**src/design/lgs_pkg.sv**
```systemverilog
package lgs_pkg;

  localparam int ROW_IDX_W     = 4;
  localparam int CELL_W        = 32;
  localparam int GRID_ROWS_DEF = 16;
  localparam int GRID_COLS_DEF = 32;

  localparam logic KIND_WRITE = 1'b0;
  localparam logic KIND_STEP  = 1'b1;

  // control handed from the sequencer to each row cell
  typedef struct packed {
    logic shift;
    logic load;
  } cell_ctl_t;

endpackage

```
**src/design/lgs_if.sv**
```systemverilog
interface lgs_in_if;
  logic                          valid;
  logic                          ready;
  logic                          kind;
  logic [lgs_pkg::ROW_IDX_W-1:0] row_index;
  logic [lgs_pkg::CELL_W-1:0]    row_cells;

  modport source (output valid, kind, row_index, row_cells, input ready);
  modport sink   (input valid, kind, row_index, row_cells, output ready);
endinterface

interface lgs_out_if;
  logic                          valid;
  logic                          ready;
  logic [lgs_pkg::ROW_IDX_W-1:0] out_row_index;
  logic [lgs_pkg::CELL_W-1:0]    out_row_cells;
  logic                          last_row;

  modport source (output valid, out_row_index, out_row_cells, last_row, input ready);
  modport sink   (input valid, out_row_index, out_row_cells, last_row, output ready);
endinterface

```
**src/design/lgs_row_cell.sv**
```systemverilog
module lgs_row_cell #(
  parameter int GRID_COLS = lgs_pkg::GRID_COLS_DEF
) (
  input  logic                  clk,
  input  logic                  rst_n,
  input  lgs_pkg::cell_ctl_t    ctl,
  input  logic [GRID_COLS-1:0]  shift_in,
  input  logic [GRID_COLS-1:0]  load_data,
  output logic [GRID_COLS-1:0]  row
);

  logic [GRID_COLS-1:0] row_r;
  logic [GRID_COLS-1:0] row_nxt;

  always_comb begin
    priority if (ctl.shift) begin
      row_nxt = shift_in;
    end else if (ctl.load) begin
      row_nxt = load_data;
    end else begin
      row_nxt = row_r;
    end
  end

  always_ff @(posedge clk) begin
    if (!rst_n) begin
      row_r <= '0;
    end else begin
      row_r <= row_nxt;
    end
  end

  assign row = row_r;

endmodule

```
**src/design/lgs_row_eval.sv**
```systemverilog
module lgs_row_eval #(
  parameter int GRID_COLS = lgs_pkg::GRID_COLS_DEF
) (
  input  logic [GRID_COLS-1:0] above,
  input  logic [GRID_COLS-1:0] here,
  input  logic [GRID_COLS-1:0] below,
  output logic [GRID_COLS-1:0] next_row
);

  // pad with dead cells on both edges
  logic [GRID_COLS+1:0] a_ext;
  logic [GRID_COLS+1:0] h_ext;
  logic [GRID_COLS+1:0] b_ext;

  assign a_ext = {1'b0, above, 1'b0};
  assign h_ext = {1'b0, here,  1'b0};
  assign b_ext = {1'b0, below, 1'b0};

  always_comb begin
    logic [3:0] n;
    for (int c = 0; c < GRID_COLS; c++) begin
      n = 4'(a_ext[c]) + 4'(a_ext[c+1]) + 4'(a_ext[c+2])
        + 4'(h_ext[c])                  + 4'(h_ext[c+2])
        + 4'(b_ext[c]) + 4'(b_ext[c+1]) + 4'(b_ext[c+2]);
      next_row[c] = (n == 4'd3) || (here[c] && (n == 4'd2));
    end
  end

endmodule

```
**src/design/life_generation_step.sv**
```systemverilog
// Write item: no result; the next item may follow at once.
// Step item: in_ready drops and the rows are evaluated and sent out in order from row 0;
// the row chain shifts by one cell per row, the new row entering at the tail; an
// out_ready stall holds the chain while the result register is full.
// A new item is taken the cycle after the step's last row has been registered.
// Reset (synchronous, active low) clears the grid to all dead and drops out valid.
module life_generation_step #(
  parameter int GRID_ROWS = lgs_pkg::GRID_ROWS_DEF,
  parameter int GRID_COLS = lgs_pkg::GRID_COLS_DEF
) (
  input logic      clk,
  input logic      rst_n,
  lgs_in_if.sink   in_ch,
  lgs_out_if.source out_ch
);

  localparam int RowCntW = $clog2(GRID_ROWS);

  logic                      busy_r, busy_nxt;
  logic [RowCntW-1:0]        cnt_r, cnt_nxt;
  logic [GRID_COLS-1:0]      above_r, above_nxt;
  logic                      ovalid_r, ovalid_nxt;
  logic [lgs_pkg::ROW_IDX_W-1:0] oidx_r, oidx_nxt;
  logic [lgs_pkg::CELL_W-1:0]    ocells_r, ocells_nxt;
  logic                      olast_r, olast_nxt;

  logic                      in_xfer;
  logic                      advance;
  logic                      at_last;
  logic [GRID_COLS-1:0]      below;
  logic [GRID_COLS-1:0]      fresh;
  logic [GRID_COLS-1:0]      wr_data;
  logic [GRID_COLS-1:0]      rows [GRID_ROWS];

  assign in_ch.ready = !busy_r;
  assign in_xfer     = in_ch.valid && !busy_r;
  assign advance     = busy_r && (!ovalid_r || out_ch.ready);
  assign at_last     = (cnt_r == RowCntW'(GRID_ROWS - 1));
  assign below       = at_last ? '0 : rows[1];
  assign wr_data     = GRID_COLS'(in_ch.row_cells);

  lgs_row_eval #(.GRID_COLS(GRID_COLS)) u_eval (
    .above    (above_r),
    .here     (rows[0]),
    .below    (below),
    .next_row (fresh)
  );

  for (genvar i = 0; i < GRID_ROWS; i++) begin : g_cell
    lgs_pkg::cell_ctl_t   ctl;
    logic [GRID_COLS-1:0] sin;

    assign ctl.shift = advance;
    assign ctl.load  = in_xfer && (in_ch.kind == lgs_pkg::KIND_WRITE)
                    && (int'(in_ch.row_index) == i);

    if (i == GRID_ROWS - 1) begin : g_tail
      assign sin = fresh;
    end else begin : g_mid
      assign sin = rows[i+1];
    end

    lgs_row_cell #(.GRID_COLS(GRID_COLS)) u_cell (
      .clk       (clk),
      .rst_n     (rst_n),
      .ctl       (ctl),
      .shift_in  (sin),
      .load_data (wr_data),
      .row       (rows[i])
    );
  end

  always_comb begin
    busy_nxt   = busy_r;
    cnt_nxt    = cnt_r;
    above_nxt  = above_r;
    ovalid_nxt = ovalid_r;
    oidx_nxt   = oidx_r;
    ocells_nxt = ocells_r;
    olast_nxt  = olast_r;

    if (in_xfer && (in_ch.kind == lgs_pkg::KIND_STEP)) begin
      busy_nxt  = 1'b1;
      cnt_nxt   = '0;
      above_nxt = '0;
    end

    if (advance) begin
      ovalid_nxt = 1'b1;
      oidx_nxt   = lgs_pkg::ROW_IDX_W'(cnt_r);
      ocells_nxt = lgs_pkg::CELL_W'(fresh);
      olast_nxt  = at_last;
      above_nxt  = rows[0];
      cnt_nxt    = cnt_r + 1'b1;
      if (at_last) begin
        busy_nxt = 1'b0;
      end
    end else if (out_ch.ready) begin
      // drop the register once its row transfers
      ovalid_nxt = 1'b0;
    end
  end

  always_ff @(posedge clk) begin
    if (!rst_n) begin
      busy_r   <= 1'b0;
      cnt_r    <= '0;
      ovalid_r <= 1'b0;
    end else begin
      busy_r   <= busy_nxt;
      cnt_r    <= cnt_nxt;
      ovalid_r <= ovalid_nxt;
    end
  end

  always_ff @(posedge clk) begin
    above_r  <= above_nxt;
    oidx_r   <= oidx_nxt;
    ocells_r <= ocells_nxt;
    olast_r  <= olast_nxt;
  end

  assign out_ch.valid         = ovalid_r;
  assign out_ch.out_row_index = oidx_r;
  assign out_ch.out_row_cells = ocells_r;
  assign out_ch.last_row      = olast_r;

endmodule

```
**src/flat_wrapper.sv**
```systemverilog
// flat-port wrapper written by rule: the top's interface ports become plain ports
module life_generation_step_flat 
#(
  parameter int GRID_ROWS = lgs_pkg::GRID_ROWS_DEF,
  parameter int GRID_COLS = lgs_pkg::GRID_COLS_DEF
)
  (clk, rst_n, in_ch_valid, in_ch_kind, in_ch_row_index, in_ch_row_cells, in_ch_ready, out_ch_valid, out_ch_out_row_index, out_ch_out_row_cells, out_ch_last_row, out_ch_ready);
  lgs_in_if in_ch_i ();
  lgs_out_if out_ch_i ();
  input logic clk;
  input logic rst_n;
  input wire logic [$bits(in_ch_i.valid)-1:0] in_ch_valid;
  input wire logic [$bits(in_ch_i.kind)-1:0] in_ch_kind;
  input wire logic [$bits(in_ch_i.row_index)-1:0] in_ch_row_index;
  input wire logic [$bits(in_ch_i.row_cells)-1:0] in_ch_row_cells;
  output wire logic [$bits(in_ch_i.ready)-1:0] in_ch_ready;
  output wire logic [$bits(out_ch_i.valid)-1:0] out_ch_valid;
  output wire logic [$bits(out_ch_i.out_row_index)-1:0] out_ch_out_row_index;
  output wire logic [$bits(out_ch_i.out_row_cells)-1:0] out_ch_out_row_cells;
  output wire logic [$bits(out_ch_i.last_row)-1:0] out_ch_last_row;
  input wire logic [$bits(out_ch_i.ready)-1:0] out_ch_ready;
  assign in_ch_i.valid = in_ch_valid;
  assign in_ch_i.kind = in_ch_kind;
  assign in_ch_i.row_index = in_ch_row_index;
  assign in_ch_i.row_cells = in_ch_row_cells;
  assign in_ch_ready = in_ch_i.ready;
  assign out_ch_valid = out_ch_i.valid;
  assign out_ch_out_row_index = out_ch_i.out_row_index;
  assign out_ch_out_row_cells = out_ch_i.out_row_cells;
  assign out_ch_last_row = out_ch_i.last_row;
  assign out_ch_i.ready = out_ch_ready;
  life_generation_step #(.GRID_ROWS(GRID_ROWS), .GRID_COLS(GRID_COLS)) u_core (.clk(clk), .rst_n(rst_n), .in_ch(in_ch_i), .out_ch(out_ch_i));
endmodule
```
**config.mk**
```make
export PLATFORM = sky130hd
export DESIGN_NAME = life_generation_step_flat
export DESIGN_NICKNAME = d
export VERILOG_FILES = /design/src/design/lgs_pkg.sv /design/src/design/lgs_if.sv /design/src/design/lgs_row_cell.sv /design/src/design/lgs_row_eval.sv /design/src/design/life_generation_step.sv /design/src/flat_wrapper.sv
export SDC_FILE = /design/constraint.sdc
export NUM_CORES = 1
export LEC_CHECK = 0
export ABC_AREA = 0
export BUFFER_PORTS_ARGS = -buffer_cell sky130_fd_sc_hd__buf_2
export CORE_ASPECT_RATIO = 0.8
export CORE_MARGIN = 3
export CORE_UTILIZATION = 55
export DETAILED_ROUTE_END_ITERATION = 6
export PLACE_DENSITY = 0.75
export SLEW_MARGIN = 5
export SYNTH_ARGS = -nofsm -noshare
export SYNTH_HDL_FRONTEND = slang
export SYNTH_SLANG_ARGS = --single-unit
```
**constraint.sdc**
```tcl
create_clock -name clk -period 4.6 [get_ports clk]
set_input_delay 0.23 -clock clk [delete_from_list [all_inputs] [get_ports clk]]
set_output_delay 0.23 -clock clk [all_outputs]
set_load 0.02 [all_outputs]
```
==> reports/results.tsv <==
stage	metric	value	unit
setup_path	data required time at the worst endpoint	5.14	ns
synth	most instantiated cells after synthesis	sky130_fd_sc_hd__a21oi_1 (1045), sky130_fd_sc_hd__dfxtp_1 (518), sky130_fd_sc_hd__o21ai_0 (485), sky130_fd_sc_hd__inv_1 (216), sky130_fd_sc_hd__clkbuf_1 (186)	
clock_tree	TritonCTS clock tree	built	
sta	worst-case headroom to the max-slew limit	12.31	%
drt	routed length per placed instance	19.18	um
drt	total via count in the routed design	23262	
clock_tree	number of clock sinks	587	
setup_path	Worst path top cell family by delay	adder cells	
setup_path	number of cells on the worst reg-to-reg path	13	
floorplan	count of pins on the block boundary	80	
outcome	status	completed	
clock_tree	insertion delay of the later-clocked pin in the worst-skew pair	0.62	ns
setup_path	critical path buffer and inverter count	2	
sta	clock period minus worst slack	4.197	ns
grt	total grt overflow	0	
sta	Tightest Pin Transition	1.315	ns
sta	Max Fclk	238.2	MHz
synth	share of synthesized cell area in and, or, nand and nor gates	3.187	%
grt	global-route usage over all layers	26.74	%
placed_design	Setup Slack @ Placement	0.4749	ns
placed_design	total placed cells including tap cells	3674	
synth	net count after synthesis	3393	
synth	top-count cell post-synth	sky130_fd_sc_hd__a21oi_1	
synth	post-synthesis share of cell area spent on xor and xnor gates	0	%
finish	non-filler instance count after layout	3785	
placed_design	PortBufs	79	
hold_path	classification of the worst-slack hold path	input port to register	
power_and_ir_drop	maximum vdd ir drop	0.3632	mV
setup_path	critical path launch point type	register	
setup_path	most frequent CP cell	sky130_fd_sc_hd__fa_1	
grt	antenna violations before repair	3	
drt	Via density	6.146	
hold_path	destination of the worst hold path	u_core.g_cell[15].u_cell.row[4]	
clock_tree	root buffer cell	sky130_fd_sc_hd__clkbuf_16	
floorplan	DIE WIDTH	257.0	um
setup_path	Crit Path Class	register to register	
floorplan	die area	53140	um^2
synth	Area contributors post-synth	sky130_fd_sc_hd__dfxtp_1 (37%), sky130_fd_sc_hd__a21oi_1 (19%), sky130_fd_sc_hd__fa_1 (9.0%)	
setup_path	capture point of the worst reg-to-reg path	u_core.g_cell[15].u_cell.row[30]	
synth	count of flip-flops with a built-in enable after synthesis	69	
synth	synth warn	0	
finish	number of filler instances in the final layout	4071	
placed_design	total placed instance area	28420	um^2
floorplan	core area	49100	um^2
setup_path	highest fanout seen on the critical path	33	
finish	cell area after layout	30420	um^2
synth	post-synth top area share	37.42	%
synth	post-synthesis cell type with the largest combined area	sky130_fd_sc_hd__dfxtp_1	
grt	first-pass GRT wire length	117.2	mm
drt	number of detailed-route iterations in the first pass	6	
grt	via count of the first global-routing pass	23305	
finish	number of nets in the finished design	3331	
synth	share of flip-flops with an asynchronous set or reset after synthesis	0	%
synth	post-synthesis instance area	27710	um^2
setup_path	Slowest-stage cell, CP	sky130_fd_sc_hd__fa_1	
drt	Iter 0 DRT Violations	2276	
finish	Final Core Density	61.96	%
hold_path	hold path startpoint	in_ch_row_cells[4]	
setup_path	Critical Path End Type	register	
setup_path	Cell Chain, Critical Path	ha_1, nand3_1, buf_12, nand2_1, fa_1, fa_1, inv_1, fa_1, ha_1, fa_1, or2_2, a21oi_1, o221a_2	
synth	main combinational cell family by area after synthesis	compound AO/OA/AOI/OAI gates	
sta	number of failing setup endpoints in the final timing report	0	
finish	area added between synthesis and finish	9.774	%
sta	number of hold violations in the final report	0	
setup_path	R2R Path Start	u_core.cnt_r[0]	
floorplan	Starting Density	56.45	%
setup_path	endpoint arrival time on the critical path	4.74	ns
finish	share of layout cells above drive strength 1	9.269	%
synth	share of synthesized area spent on multiplexers	0.3251	%
clock_tree	CTS clock-pin slew for the worst setup and hold paths	0.06	ns
power_and_ir_drop	leak pwr	12.72	nW
drt	count of antenna-violating nets left after detailed routing	0	
sta	WHS	0.03333	ns
synth	most instantiated flip-flop cell in the synthesis netlist	sky130_fd_sc_hd__dfxtp_1	
synth	Yosys reg bits	587	
clock_tree	maximum clock insertion buffer count	3	
synth	portion of the post-synthesis area used by sequential elements	44.89	%
placed_design	GPL Wtd Cong	0.9132	
synth	mean instance size in the synthesized netlist	8.840	um^2
floorplan	number of core rows	72	
synth	adder and majority cell fraction of the synthesized area	13.16	%
drt	total wire length after detailed routing	72.59	mm
placed_design	half-perimeter wire length after detailed placement	46.43	mm
sta	post-layout worst setup margin	0.4026	ns
synth	compound-gate portion of the synthesized area	31.43	%
clock_tree	number of levels the H-tree was split into	2	
clock_tree	Post-CTS Repair Setup Buffers	0	
sta	Final Max Tran Viols	0	
clock_tree	Inserted Clock Buffers	56	
synth	count of different cell masters after synthesis	46	
sta	setup repair after global routing missed its margin	no	
sta	fraction of the cycle the final worst path needs	91.25	%
grt	maximum number of pins on one net before global-route repair	154	
power_and_ir_drop	cell area power density	443.3	nW/um^2
sta	final-layout setup total negative slack	0	ns
hold_path	hold path depth	3	
setup_path	delay of the slowest cell on the worst path	0.55	ns
power_and_ir_drop	sum of internal, switching and leakage power	13.49	mW
floorplan	die height	206.8	um
setup_path	worst reg2reg setup slack	0.40	ns
drt	DRC violation count after routing	0	
synth	cell count after synthesis	3135	
run	max cap viols	0	
sta	post-route clock skew	0.02209	ns
-- kinds of logic after synthesis --
| logic type | after synthesis |
|---|---|
| AO/OA/AOI/OAI | 1660 |
| adder cells (fa/ha/maj) | 217 |
| buffers and inverters | 482 |
| flip-flops | 587 |
| multiplexers | 8 |
| AND/OR/NAND/NOR | 181 |
-- where the power goes --
| group | switching (mW) | internal (mW) | total [mW] |
|---|---|---|---|
| combinational | 1.77 | 1.00 | 2.77 |
| clock | 2.07 | 2.72 | 4.79 |
| sequential | 0.251 | 5.68 | 5.93 |
| total | 4.09 | 9.40 | 13.5 |
-- repair_timing --
item / 4_1_cts / 5_1_grt
resized for setup: 0 / 0
hold endpoints to repair: 6 / 0
hold buffers: 7 / 0
-- routing by layer --
metal	vias up	share of wire [%]	global-route usage, %
li1	10938	-	-
met1	11368	42	33.84
met2	770	48	46.51
met3	182	6.7	4.281
met4	4	3.4	10.20
met5	-	0.034	0
-- area by class of cell --
class / count / area (um^2) / area share (%)
Antenna cell: 1 / 2.502 / 0.008225
Clock buffer: 86 / 1809 / 5.947
Clock inverter: 17 / 122.6 / 0.4030
Inverter: 218 / 825.8 / 2.714
Multi-Input combinational cell: 2066 / 13400 / 44.05
Sequential cell: 587 / 12440 / 40.90
Tap cell: 666 / 833.3 / 2.739
Timing Repair Buffer: 144 / 985.9 / 3.241
-- worst max path at each step --
stage	startpoint	endpoint	depth (start not counted)
2_1_floorplan	u_core.cnt_r[0]	u_core.g_cell[15].u_cell.row[30]	13
3_3_place_gp	u_core.cnt_r[0]	u_core.g_cell[15].u_cell.row[30]	13
3_5_place_dp	u_core.cnt_r[0]	u_core.g_cell[15].u_cell.row[30]	13
4_1_cts	u_core.cnt_r[0]	u_core.g_cell[15].u_cell.row[30]	13
5_1_grt	u_core.cnt_r[0]	u_core.g_cell[15].u_cell.row[30]	13
6_report	u_core.cnt_r[0]	u_core.g_cell[15].u_cell.row[30]	13
-- placed cells by master, fill, tap and decap left out, types with 56 or more instances in the layout --
cell type	count
sky130_fd_sc_hd__edfxtp_1	69
sky130_fd_sc_hd__ha_1	93
sky130_fd_sc_hd__clkbuf_16	60
sky130_fd_sc_hd__inv_1	216
sky130_fd_sc_hd__o21ai_1	56
sky130_fd_sc_hd__o21ai_0	485
sky130_fd_sc_hd__fa_1	124
sky130_fd_sc_hd__a21oi_1	1044
sky130_fd_sc_hd__dfxtp_1	518
sky130_fd_sc_hd__nor2_1	63
sky130_fd_sc_hd__buf_2	78
-- registers in the layout, summed over array words and instances (netlist names) --
register and cells:
u_core.out_ch.out_row_cells 32, u_core.busy_r 1, u_core.above_r 32, u_core.out_ch.out_row_index 4
u_core.out_ch.last_row 1, u_core.g_cell.u_cell.row 512, u_core.cnt_r 4, u_core.out_ch.valid 1
-- worst min-delay path, stage by stage --
cell and delay, ns:
sky130_fd_sc_hd__buf_2 0.11, sky130_fd_sc_hd__mux2_2 0.16, sky130_fd_sc_hd__o211a_1 0.13
(Power assumes the default switching activity.)
